File: src/rtl/tsa_pkg.sv
// Shared constants for the tetrahedron surface area block.
package tsa_pkg;

  localparam int unsigned CoordBitsDef = 12;
  localparam int unsigned FracBitsDef  = 4;
  localparam int unsigned OutW         = 32;
  localparam int unsigned QueueDepth   = 4;

  // Edge vectors carried per item: d12, d13, d14, d23, d24.
  localparam int unsigned NumEdges     = 5;

endpackage

File: src/rtl/tsa_queue.sv
// Small flop-based FIFO between the front and the back.
module tsa_queue import tsa_pkg::*; #(
  parameter int unsigned Width = 8
) (
  input  logic             clk_i,
  input  logic             rst_ni,
  input  logic             wr_i,
  input  logic [Width-1:0] wdata_i,
  input  logic             rd_i,
  output logic [Width-1:0] rdata_o,
  output logic             full_o,
  output logic             empty_o
);

  localparam int unsigned PtrW = $clog2(QueueDepth);
  localparam int unsigned CntW = $clog2(QueueDepth + 1);

  logic [Width-1:0] mem_q [QueueDepth];
  logic [PtrW-1:0]  wptr_q, wptr_d, rptr_q, rptr_d;
  logic [CntW-1:0]  cnt_q, cnt_d;
  logic             do_wr, do_rd;

  assign full_o  = (cnt_q == CntW'(QueueDepth));
  assign empty_o = (cnt_q == '0);
  assign do_wr   = wr_i && !full_o;
  assign do_rd   = rd_i && !empty_o;
  assign rdata_o = mem_q[rptr_q];

  // pointer and fill count update
  always_comb begin
    wptr_d = wptr_q;
    rptr_d = rptr_q;
    cnt_d  = cnt_q;
    if (do_wr) begin
      wptr_d = (wptr_q == PtrW'(QueueDepth - 1)) ? '0 : wptr_q + PtrW'(1);
    end
    if (do_rd) begin
      rptr_d = (rptr_q == PtrW'(QueueDepth - 1)) ? '0 : rptr_q + PtrW'(1);
    end
    if (do_wr && !do_rd) begin
      cnt_d = cnt_q + CntW'(1);
    end else if (!do_wr && do_rd) begin
      cnt_d = cnt_q - CntW'(1);
    end
  end

  always_ff @(posedge clk_i or negedge rst_ni) begin
    if (!rst_ni) begin
      wptr_q <= '0;
      rptr_q <= '0;
      cnt_q  <= '0;
    end else begin
      wptr_q <= wptr_d;
      rptr_q <= rptr_d;
      cnt_q  <= cnt_d;
    end
  end

  // storage
  always_ff @(posedge clk_i) begin
    if (do_wr) begin
      mem_q[wptr_q] <= wdata_i;
    end
  end

endmodule

File: config.mk
export PLATFORM = sky130hd
export DESIGN_NAME = tsa_queue
export DESIGN_NICKNAME = d
export VERILOG_FILES = /design/src/rtl/tsa_pkg.sv /design/src/rtl/tsa_queue.sv
export SDC_FILE = /design/constraint.sdc
export NUM_CORES = 1
export LEC_CHECK = 0
export BUFFER_PORTS_ARGS = -buffer_cell sky130_fd_sc_hd__buf_4
export CAP_MARGIN = 20
export CORE_UTILIZATION = 55
export CTS_CLUSTER_DIAMETER = 30
export DETAILED_ROUTE_END_ITERATION = 16
export GPL_TIMING_DRIVEN = 0
export PLACE_DENSITY_LB_ADDON = 0.3
export SYNTH_ARGS = -nofsm -noshare
export SYNTH_HDL_FRONTEND = slang
export SYNTH_SLANG_ARGS = --single-unit
File: constraint.sdc
create_clock -name clk_i -period 2.6 [get_ports clk_i]
set_input_delay 0.52 -clock clk_i [delete_from_list [all_inputs] [get_ports clk_i]]
set_output_delay 0.52 -clock clk_i [all_outputs]
set_load 0.05 [all_outputs]
### Word-level counts from Yosys, hierarchy flattened

Memories as Yosys holds them, arrays and structs flattened.
Index checks and enable logic that the tools add are counted.

| cells by class | value |
|---|---|
| equality and inequality tests | 3 |
| reductions and logical operators | 10 |
| add/subtract/negate cells | 4 |
| muxes and demuxes | 6 |

Operator list:

| kind | count |
|---|---|
| $mux W3 | 2 |
| $add A2 B1 Y2 const B | 2 |
| $eq A2 B2 Y1 const B | 2 |
| $logic_and A1 B1 Y1 | 4 |
| $logic_not A1 Y1 | 4 |
| $mux W2 | 2 |
| $add A3 B1 Y3 const B | 1 |
| $eq A3 B3 Y1 const B | 1 |
| $logic_not A3 Y1 | 1 |
| $sub A3 B1 Y3 const B | 1 |
| $mux W1 | 2 |
| $reduce_bool A2 Y1 | 1 |

| storage, ports and cells | value |
|---|---|
| RAM bits | 32 |
| register bits after elaboration | 7 |
| memories kept | 1 |
| logic and storage cells | 27 |

Memory list:

| name | depth | width | read ports | clocked after memory_dff | wr ports | RTL line | source |
|---|---|---|---|---|---|---|---|
| mem_q | 4 | 8 | 1 | 0 | 1 | tsa_queue.sv:18 | `logic [Width-1:0] mem_q [QueueDepth];` |

### Longest topological paths before layout

| logic depth | value |
|---|---|
| depth after elaboration | 7 |
| mapped depth | 9 |
| mapped depth without buffers | 8 |

### Least setup slack after synthesis

No wires, ideal clock.

| timing | value |
|---|---|
| path kind | register to register |
| start point | reg cnt_q[0] |
| end point | reg cnt_q[2] |
| library setup time | 0.079 ns |
| stages on the path, launching flop included | 9 |
| slack | -0.391 ns |
| path buffers | 0 |
| arrival time | 2.912 ns |
| period minus slack after synthesis | 2.991 ns |
| cells stage by stage | dfrtp_1 -> nor3_1 -> nand2b_4 -> ha_1 -> inv_1 -> fa_1 -> xor2_1 -> nor2_1 -> xor2_1 |

| on the way | value |
|---|---|
| word-level cells in the longest chain between the ends | 6 |

RTL lines:

| item | RTL line | source |
|---|---|---|
| from (decl) | tsa_queue.sv:20 | `logic [CntW-1:0] cnt_q, cnt_d;` |
| from (signal assigned) | tsa_queue.sv:55 | `cnt_q <= cnt_d;` |
| $logic_not A3 Y1 (*) | tsa_queue.sv:24 | `assign empty_o = (cnt_q == '0);` |
| net empty_o | tsa_queue.sv:12 | `output logic empty_o` |
| $logic_not A1 Y1 (*) | tsa_queue.sv:26 | `assign do_rd = rd_i && !empty_o;` |
| $logic_and A1 B1 Y1 (*) | tsa_queue.sv:26 |  |
| $logic_not A1 Y1 | tsa_queue.sv:40 | `if (do_wr && !do_rd) begin` |
| $logic_and A1 B1 Y1 | tsa_queue.sv:40 |  |
| $mux W3 / $reduce_bool A2 Y1 (equally long branches) | -- |  |

Mark *: on every way through the listed nets, which the timed path passes. The rest lies on a longest branch. The select of a mux whose other input is x is not followed.
A chain may end at the register's enable or synchronous reset.

### Worst setup path after layout

| timing | value |
|---|---|
| start point | reg rptr_q[0] |
| end point | out rdata_o[2] |

| on the way | value |
|---|---|
| word-level cells in the longest chain between the ends | 1 |

RTL lines:

| item | RTL line | source |
|---|---|---|
| from (decl) | tsa_queue.sv:19 | `logic [PtrW-1:0] wptr_q, wptr_d, rptr_q, rptr_d;` |
| from (signal assigned) | tsa_queue.sv:54 | `rptr_q <= rptr_d;` |
| $mem_v2 Z4 W8 | -- |  |
| to (decl) | tsa_queue.sv:10 | `output logic [Width-1:0] rdata_o,` |

Every way passes these cells.

==> impl_metrics.tcl <==
set metrics [dict create \
    status "finished, final reports clean" \
    htreeDepth 2 \
    nFillCells 209 \
    fmax_mhz 438.0 \
    synthMuxAreaShare_pct 15.06 \
    layout-drive-gt1-share_pct 44.95 \
    io_pins 22 \
    place_area_um2 1822 \
    routed_wl_um 2309 \
    fin_setup_tns_ns 0 \
    dr_total_vias 768 \
    cts_tree "yes" \
    mostFrequentLayoutCell "edfxtp_1" \
    track_usage_pct 16.56 \
    hold_class "in2reg" \
    ys_ff_latch 39 \
    syn_area_per_cell_um2 20.51 \
    clock_sinks 39 \
    num_rows 19 \
    cts_resized 0 \
    worst_ep_required_time_ns 2.08 \
    num_antenna_cells 0 \
    routedWlPerCell_um 16.49 \
    yosys.area_share.simple_pct 5.405 \
    reg2regPathDepth 7 \
    p_per_area_nw_per_um2 1219 \
    syn_nets 98 \
    routed_via_density 5.486 \
    hold_violations 0 \
    clock_skew_ns 0.005805 \
    nets 127 \
    maxCapViolCount 0 \
    port_buffers 21 \
    post-cts-setup-buffer-count 0 \
    min_path_cells 1 \
    cts-buffers-inserted 5 \
    die_h_um 56.28 \
    post-synth-top-area-fraction_pct 59.31 \
    rsz0062_at_grt "no" \
    yosys_warnings 0 \
    dr.pass1.iters 2 \
    setup_violations 0 \
    netlist_top_cells_area "edfxtp_1 (59%), mux4_2 (11%), dfrtp_1 (11%), ha_1 (4.6%), mux2_2 (2.1%)" \
    syn_area_um2 1620 \
    drc 0 \
    p_leak_nw 0.7142 \
    mostFrequentLayoutCells "edfxtp_1 (32), buf_4 (21), mux4_2 (8), dfrtp_1 (7), ha_1 (6)" \
    fin_crit_sh_pct 87.82 \
    synth_cells 79 \
    start_util_pct 58.25 \
    synthAdderAreaFrac_pct 5.869 \
    worst_setup_path_start_kind "flip-flop" \
    min_period_ns 2.283 \
    synth_top_family_by_area "multiplexers" \
    coreArea_um2 2781 \
    vdd_drop_max_v 0.0008984 \
    postRouteAntennaNets 0 \
    fin_cells 140 \
    drv_slew 0 \
    grt_pass1_wl_um 3698 \
    gp_congestion 0.6471 \
    grt-ovfl-total 0 \
    rrSetupSlack_ns 0.62 \
    worstSetupPathType "reg2out" \
    cts_root_buf "clkbuf_4" \
    worst_slew_pin_slew_ns 0.5566 \
    yosysTopAreaCell "edfxtp_1" \
    clkLatencyLatePin_ns 0.33 \
    final_area_um2 1881 \
    syn_to_final_growth_pct 16.06 \
    slew_headroom_pct 62.90 \
    path_max_fanout 10 \
    arrival_ns 1.76 \
    postCtsHoldBufs 1 \
    end_kind "primary output" \
    hold_ws_ns 0.3764 \
    die_w_um 56.28 \
    synthDistinctLibCells 19 \
    grt_max_degree 12 \
    path_clk_slew_ns 0.10 \
    synth_xor_area_share_pct 1.622 \
    synth-compound-area-share_pct 0 \
    die-area_um2 3167 \
    antenna_found_initial 0 \
    first_global_vias 794 \
    seq_area_frac_synth_pct 70.12 \
    clk_path_buf_depth 2 \
    dpl.cell_count 131 \
    dr.first_iter.drc_count 6 \
]
-- sequential cells by signal, summed over array words and instances, names as in the netlist --
| name | count |
|---|---|
| cnt_q | 3 |
| mem_q | 32 |
| rptr_q | 2 |
| wptr_q | 2 |
-- final timing paths --
path | start | endpoint
worst max-delay path | rptr_q[0] | rdata_o[2]
worst min register to register | cnt_q[2] | cnt_q[2]
max in group asynchronous | rst_ni | rptr_q[0]
worst max register to register | cnt_q[0] | cnt_q[1]
min in group asynchronous | rst_ni | cnt_q[1]
worst min-delay path | wdata_i[7] | mem_q[0][7]
-- cells in the mapped netlist --
cell type	instances
nor2b_2	1
mux2_4	2
ha_1	6
dfrtp_1	7
fa_1	1
nand2b_4	1
nor2_1	3
nor3_1	1
and2_2	4
edfxtp_1	32
xnor2_1	1
inv_1	3
buf_2	1
xor2_1	2
nor3b_4	1
mux2_2	3
buf_6	1
mux4_2	8
buf_1	1
-- through the flow --
stage	util [%]	total power, mW	setup WS [ns]
after floorplan	-	1.770	0.1178
after global placement	65.50	2.013	0.6297
after detailed placement	65.50	2.051	0.6124
after CTS	67.61	2.330	0.2745
after global routing	67.61	2.417	0.2198
final	67.61	2.292	0.3168
-- layer usage --
layer  part of all wire [%]  track usage (%)
met5                      0                0
met4                    1.9            6.272
met3                    4.4            6.452
met2                     53            27.21
met1                     41            19.87
-- cell type report --
| cell class | count | area, µm² | share of cell area (%) |
|---|---|---|---|
| plain buffers | 3 | 20.02 | 1.065 |
| clock buffers | 6 | 41.29 | 2.196 |
| repair buffers | 22 | 167.7 | 8.916 |
| well taps | 31 | 38.79 | 2.063 |
| multi-input cells | 34 | 457.9 | 24.35 |
| inverters | 3 | 11.26 | 0.5988 |
| flip-flops and latches | 39 | 1136 | 60.41 |
| clock inverters | 2 | 7.507 | 0.3992 |
-- worst max-delay path, stage by stage (launching register included) --
cell     delay (ns)
dfrtp_1        0.36
buf_2          0.31
mux4_2         0.55
buf_4          0.20
-- kinds of logic (layout without fill, tap and decap cells) --
logic type	count (synthesis)	count (layout)
AND/OR/NAND/NOR	11	11
XOR/XNOR	3	3
buffers and inverters	6	36
flip-flops	39	39
multiplexers	13	13
adder cells (fa/ha/maj)	7	7
-- where the power goes --
part	switching (mW)	internal (mW)	total, mW
Clock	0.175	0.100	0.276
Sequential	0.0873	0.846	0.933
Combinational	0.638	0.446	1.08
(Power assumes the default switching activity.)
