[config.mk]
export PLATFORM = sky130hd
export DESIGN_NAME = tsa_front
export DESIGN_NICKNAME = d
export VERILOG_FILES = /design/src/rtl/tsa_pkg.sv /design/src/rtl/tsa_front.sv
export SDC_FILE = /design/constraint.sdc
export NUM_CORES = 1
export LEC_CHECK = 0
export BUFFER_PORTS_ARGS = -buffer_cell sky130_fd_sc_hd__buf_2
export CORE_MARGIN = 3
export CORE_UTILIZATION = 50
export DETAILED_ROUTE_END_ITERATION = 8
export GPL_ROUTABILITY_DRIVEN = 0
export PLACE_DENSITY = 0.86
export SYNTH_ARGS = -nofsm -noshare
export SYNTH_HDL_FRONTEND = slang
export SYNTH_SLANG_ARGS = --single-unit
[constraint.sdc]
create_clock -name clk_i -period 10 [get_ports clk_i]
set_input_delay 3 -clock clk_i [delete_from_list [all_inputs] [get_ports clk_i]]
set_output_delay 3 -clock clk_i [all_outputs]
set_load 0.02 [all_outputs]
[src/rtl/tsa_pkg.sv]
// Shared constants for the tetrahedron surface area block.
package tsa_pkg;

  localparam int unsigned CoordBitsDef = 12;
  localparam int unsigned FracBitsDef  = 4;
  localparam int unsigned OutW         = 32;
  localparam int unsigned QueueDepth   = 4;

  // Edge vectors carried per item: d12, d13, d14, d23, d24.
  localparam int unsigned NumEdges     = 5;

endpackage

[src/rtl/tsa_front.sv]
// Front stage: accepts vertex beats and forms the edge vectors of all faces.
module tsa_front import tsa_pkg::*; #(
  parameter int unsigned CoordBits = CoordBitsDef,
  parameter int unsigned DiffW     = CoordBits + 1,
  parameter int unsigned EdgeW     = NumEdges * 3 * DiffW
) (
  input  logic                        clk_i,
  input  logic                        rst_ni,
  input  logic                        push_i,
  output logic                        full_o,
  input  logic signed [CoordBits-1:0] p1_i [3],
  input  logic signed [CoordBits-1:0] p2_i [3],
  input  logic signed [CoordBits-1:0] p3_i [3],
  input  logic signed [CoordBits-1:0] p4_i [3],
  output logic                        q_wr_o,
  output logic [EdgeW-1:0]            q_wdata_o,
  input  logic                        q_full_i
);

  logic             valid_q;
  logic             load;
  logic [EdgeW-1:0] edges_d, edges_q;

  function automatic logic [DiffW-1:0] sub(logic signed [CoordBits-1:0] b,
                                           logic signed [CoordBits-1:0] a);
    logic signed [DiffW-1:0] r;
    r = {b[CoordBits-1], b} - {a[CoordBits-1], a};
    return r;
  endfunction

  // edge vectors d12, d13, d14, d23, d24, x/y/z each
  always_comb begin
    edges_d = '0;
    for (int k = 0; k < 3; k++) begin
      edges_d[(0*3+k)*DiffW +: DiffW] = sub(p2_i[k], p1_i[k]);
      edges_d[(1*3+k)*DiffW +: DiffW] = sub(p3_i[k], p1_i[k]);
      edges_d[(2*3+k)*DiffW +: DiffW] = sub(p4_i[k], p1_i[k]);
      edges_d[(3*3+k)*DiffW +: DiffW] = sub(p3_i[k], p2_i[k]);
      edges_d[(4*3+k)*DiffW +: DiffW] = sub(p4_i[k], p2_i[k]);
    end
  end

  assign q_wr_o    = valid_q;
  assign q_wdata_o = edges_q;
  assign full_o    = valid_q && q_full_i;
  assign load      = push_i && !full_o;

  always_ff @(posedge clk_i or negedge rst_ni) begin
    if (!rst_ni) begin
      valid_q <= 1'b0;
    end else if (!valid_q || !q_full_i) begin
      valid_q <= push_i;
    end
  end

  always_ff @(posedge clk_i) begin
    if (load) begin
      edges_q <= edges_d;
    end
  end

endmodule

Yosys cells after proc, flatten, opt, wreduce, memory -nomap -nowiden

Index checks and enable logic that the tools add are counted.

Reductions and logical operators: 6
Add/sub/neg operators: 15

Operator list:

| kind              | count |
|---|---|
| $sub 12x12->13    | 15 |
| $logic_not 1->1   | 3 |
| $logic_and 1x1->1 | 2 |
| $logic_or 1x1->1  | 1 |

Output and inout bits: 197
Register bits after elaboration: 196
Logic and storage cells: 23
Input port bits: 148

Longest topological paths before layout

Gate-level depths: netlist of run 1.

Depth in word-level cells: 3
Mapped depth: 8

Least setup slack after synthesis of run 1

No wires, ideal clock.

Path kind: input-to-reg
Start: input q_full_i
End: register edges_q[0], in the netlist q_wdata_o[0], enable pin
Path buffers: 0
Setup slack: -2526 ps
Stages on the path: 2
Library setup time: 772 ps
Arrival time: 11754 ps
Cell sequence: and2_1 > nor2b_1

Cells in the longest elaborated chain, start to end: 3

Ends and longest elaborated chain:

| element              | RTL line        | RTL |
|---|---|---|
| from (decl)          | tsa_front.sv:17 | `input logic q_full_i` |
| $logic_and 1x1->1    | tsa_front.sv:45 | `assign full_o = valid_q && q_full_i;` |
| $logic_not 1->1      | tsa_front.sv:46 | `assign load = push_i && !full_o;` |
| $logic_and 1x1->1    | tsa_front.sv:46 |  |
| net load             | tsa_front.sv:21 | `logic load;` |
| to (signal assigned) | tsa_front.sv:58 | `edges_q <= edges_d;` |
| to (decl)            | tsa_front.sv:22 | `logic [EdgeW-1:0] edges_d, edges_q;` |

The timed path passes the listed nets, and every way through them passes these cells.
A chain may end at the register's enable or synchronous reset.

Worst setup path after layout of run 1

Start: input q_full_i
End: output full_o

Cells in the longest elaborated chain, start to end: 1

Ends and longest elaborated chain:

| element           | RTL line        | RTL |
|---|---|---|
| $logic_and 1x1->1 | tsa_front.sv:45 |  |
| to (decl)         | tsa_front.sv:10 | `output logic full_o,` |

No other way between the ends.

==> impl_metrics.ini, run 1 <==
[job]
cap_violations = 0

[clock_network]
insertion_delay_ps = 450
cts_sinks = 196
cts_tree = yes
htreeDepth = 4
path_clk_slew_ps = 70
root_buffer = clkbuf_16
post_cts_resize_count = 0
cts_setup_buffers = 0
clockBufferDepth = 2
cts_hold_buf = 0
cts_buffers = 17

[global_routing]
grt-ovfl-total = 0
grt_pass1_vias = 12470
grt_usage_pct = 25.5
grt_pass1_wl_um = 63600
antenna_found_initial = 9
grt_max_degree = 196

[routing]
vias = 12860
drt_iter0_drc = 1004
drt_wl_total_um = 41300
viasPerCell = 5.96
wl_per_cell_um = 19.1
first_pass_iters = 7
drc = 0
postRouteAntennaNets = 0

[die]
dieHeight_um = 178
io_pins = 345
rows = 62
die_area_mm2 = 0.0316
coreArea_mm2 = 0.0289
start_util_pct = 51.1
die_x_um = 178

[setup_path]
worstPathRequired_ps = 7000
critical_path.max_fanout = 3
worstReg2RegEnd = q_wdata_o[155]
crit_buf_inv = 2
crit_type = input port to output port
worst-path-stages = 3
reg2reg_slack_ps = 8000
crit_chain = buf_2, and2_1, buf_2
crit_family = buffers and inverters
critPathLaunchType = input port
crit_path_top_delay_cell = and2_1
end_kind = output port
r2r-start = q_wr_o
reg2reg_depth = 3
arrival_ps = 3450
crit_path_frequent_cell = buf_2
critical-path-max-stage-delay_ps = 190

[power_and_ir_drop]
clock_power_share_pct = 26.0
comb_power_share_pct = 33.0
internal-power_uw = 1720
seqPwrFrac_pct = 40.9
switching_power_uw = 888
p_leak_uw = 0.00792
switching_share_pct = 34.1
ir_drop_mv = 0.108
p_per_area_mw_per_mm2 = 149

[timing]
finClkSkew_ps = 14.0
max-slew-margin-rel_pct = 26.8
hold_viol = 0
setup_viol = 0
holdWs_ps = 703
rsz0062_at_grt = false
fmax_mhz = 155
drv_slew = 0
worst_pin_slew_ps = 1100
layout_min_cycle_time_ps = 6450
fin_setup_tns_ps = 0
finalCritPeriodShare_pct = 64.5

[layout]
final_cell_area_mm2 = 0.0174
finish.net_count = 2098
syn_to_final_growth_pct = 18.4
final_util_pct = 60.5
layout_commonest_cell = buf_2
fin_cells = 2159
layout_common_cells = buf_2 (344), edfxtp_1 (195), ha_1 (180)
layout-drive-gt1-share_pct = 23.7

[hold_path]
hold_path.class = flop to flop
min_to = q_wr_o
worstHoldPathCells = 2
hp-start = q_wr_o

[yosys]
synth_edf_count = 195
ys.flop_type = edfxtp_1
syn_area_per_cell_um2 = 10.5
synth.ff_latch_count = 196
syn_area_mm2 = 0.0147
yosysSeqAreaShare_pct = 39.9
async_flop_share_pct = 0.510
synth.net_count = 1748
synthCells = 1405
ys_types = 62
ys_warn_count = 0

[place]
place_area_mm2 = 0.0169
dp.cells = 2120
dp_hpwl_um = 32500
port_buffers = 344

[outcome]
status = finished clean
cell usage after synthesis (10+ instances only):
cell type / instances / area (um2)
or3_1: 18 / 113
nor2b_1: 45 / 282
o21ai_0: 25 / 125
nor2_1: 95 / 357
xnor2_1: 95 / 832
edfxtp_1: 195 / 5860
xor2_1: 29 / 254
a31oi_1: 10 / 62.6
ha_1: 180 / 2250
o211ai_1: 14 / 105
and3_1: 16 / 100
nand2b_1: 14 / 87.6
or4_1: 15 / 113
nor3_1: 22 / 110
fa_1: 15 / 300
a21o_1: 43 / 323
inv_1: 139 / 522
o2111ai_1: 38 / 333
a21oi_1: 93 / 465
o21a_1: 34 / 255
nand2_1: 100 / 375
layout make-up:
type	instances	area, um2
clock inverter	13	123
antenna	7	17.5
sequential	196	5880
fill	2362	11400
timing repair buffer	345	1740
tap	384	480
inverter	139	522
multi-input combinational	1056	8250
clock buffer	19	433
stage by stage:
step,setup WS (ps),power [uW]
after floorplan,1220,1680
after global placement,3560,1900
after detailed placement,3540,1930
after CTS,3540,2610
after global routing,3510,2730
final,3550,2600
cell families (layout without fill, tap and decap cells):
| group | Yosys count | after routing | share of synthesized area (%) |
|---|---|---|---|
| simple gates | 388 | 388 | 13.5 |
| other cells | 0 | 7 | 0 |
| buf+inv | 153 | 516 | 4.19 |
| flops | 196 | 196 | 39.9 |
| xor+xnor | 124 | 124 | 7.37 |
| fa+ha+maj | 195 | 195 | 17.3 |
| mux | 1 | 1 | 0.0764 |
| compound gates | 348 | 348 | 17.7 |
power groups by stage:
stage               Clock, uW  Sequential (uW)  Combinational (uW)
global route              723             1070                 939
floorplan                   0             1200                 484
global placement            0             1080                 815
detailed placement          0             1080                 845
finish                    678             1070                 860
CTS                       690             1070                 852
state kept, by name, summed over array words and instances, names as in the netlist:
signal,cells
q_wdata_o,195
q_wr_o,1
layer usage:
layer	GRT usage [%]	up-vias	wire, um
li1	-	5970	-
met1	30.5	5985	15900
met2	42.0	721	19200
met3	6.38	178	3810
met4	14.3	6	2390
met5	0	-	37
how the worst max path moves through the flow:
stage	start	to	slack [ps]
global route	q_full_i	full_o	3510
floorplan	q_full_i	q_wdata_o[0]	1220
CTS	q_full_i	full_o	3540
detailed placement	q_full_i	full_o	3540
global placement	q_full_i	full_o	3560
finish	q_full_i	full_o	3550
worst register-to-register path: stages, from the launching register on:
cell	delay, ps
dfrtp_1	380
and2_1	200
nor2b_4	140
buf_12	760
Power figures use the tool's default switching activity.
==> run 2: changes to the inputs <==
clock period = 5.38 ns   (was 10 ns; I/O delays follow)
==> impl_metrics.ini, run 2 (synthesis gave the netlist of run 1 again) <==
[layout]
layout_commonest_cell = buf_2
syn_to_final_growth_pct = 18.8
layout-drive-gt1-share_pct = 24.0
layout_common_cells = buf_2 (344), edfxtp_1 (195), ha_1 (180)
fin_cells = 2161
n_fill_cell = 2350
finish.net_count = 2100
largest_reg_flops = 195

[clock_network]
root_buffer = clkbuf_16
post_cts_resize_count = 0
clockBufferDepth = 2
cts_buffers = 17
insertion_delay_ps = 450
cts_hold_buf = 0
path_clk_slew_ps = 70
cts_sinks = 196
cts_setup_buffers = 0
htreeDepth = 4
cts_tree = yes

[setup_path]
critical_path.max_fanout = 3
crit_type = input port to output port
worstPathRequired_ps = 3770
arrival_ps = 2080
end_kind = output port
critPathLaunchType = input port

[die]
die_x_um = 178
io_pins = 345
start_util_pct = 51.1
coreArea_mm2 = 0.0289
die_area_mm2 = 0.0316
dieHeight_um = 178
rows = 62

[routing]
postRouteAntennaNets = 0
drc = 0
drt_wl_total_um = 41100
viasPerCell = 5.87
wl_per_cell_um = 19.0
vias = 12687
first_pass_iters = 6
drt_iter0_drc = 1072

[timing]
hold_viol = 0
max-slew-margin-rel_pct = 54.6
finalCritPeriodShare_pct = 68.7
worst_pin_slew_ps = 679
fmax_mhz = 270
setup_viol = 0
fin_setup_tns_ps = 0
layout_min_cycle_time_ps = 3700
rsz0062_at_grt = false
drv_slew = 0
finClkSkew_ps = 10.7
holdWs_ps = 701

[power_and_ir_drop]
p_per_area_mw_per_mm2 = 278
ir_drop_mv = 0.215
p_leak_uw = 0.00795
total_power_uw = 4870

[hold_path]
hold_path.class = flop to flop

[job]
cap_violations = 0

[global_routing]
grt_pass1_wl_um = 63200
grt_usage_pct = 25.4
grt_max_degree = 75
grt_pass1_vias = 12273
antenna_found_initial = 12
grt-ovfl-total = 0

[outcome]
status = finished clean

[place]
dp_hpwl_um = 32700
dp.cells = 2122
port_buffers = 344
==> run 2: changes by cell type in the layout (fill, tap and decap cells not counted) <==
cell | before | now
bufinv_16 | 1 | 0
clkinv_4 | 2 | 1
clkbuf_1 | 2 | 0
clkinv_8 | 0 | 2
clkinv_1 | 2 | 0
inv_8 | 1 | 5
buf_12 | 1 | 3
==> run 2: power by group <==
group,switching [uW],internal [uW]
Combinational,983,617
Clock,668,624
Sequential,49.9,1930
==> run 2: final cells by class <==
type	count	area, um2	share of cell area (%)
multi-input combinational	1056	8250	47.1
sequential	196	5880	33.6
timing repair buffer	347	1780	10.2
inverter	139	522	2.98
tap	384	480	2.74
clock buffer	17	425	2.43
clock inverter	15	154	0.879
antenna	7	17.5	0.100
==> run 2: per-stage QoR <==
| step | setup WS (ps) | instance area (um2) | util (%) |
|---|---|---|---|
| floorplan | 169 | 14700 | - |
| global placement | 1680 | 16900 | 58.6 |
| detailed placement | 1640 | 16900 | 58.6 |
| CTS | 1670 | 17500 | 60.6 |
| global route | 1650 | 17500 | 60.7 |
| finish | 1680 | 17500 | 60.7 |
==> run 2: final timing paths <==
path                            slack [ps]  startpoint  cells after the start             end
max in group asynchronous             4370      rst_ni                      1          q_wr_o
worst max register to register        3380      q_wr_o                      3  q_wdata_o[184]
min in group asynchronous              930      rst_ni                      1          q_wr_o
worst min-delay path                   700      q_wr_o                      2          q_wr_o
worst max-delay path                  1680    q_full_i                      3          full_o
worst min register to register         700      q_wr_o                      2          q_wr_o
==> run 2: metal layers <==
layer  part of all wire (%)  vias to the layer above  global-route usage [%]
li1                       -                     5982                       -
met1                     39                     5861                    30.6
met2                     46                      671                    42.0
met3                    9.0                      161                    6.89
met4                    5.1                       12                    12.6
met5                   0.21                        -                       0
==> run 2: critical path, stage by stage <==
cell and delay [ps]:
buf_2 70, and2_1 190, buf_2 210
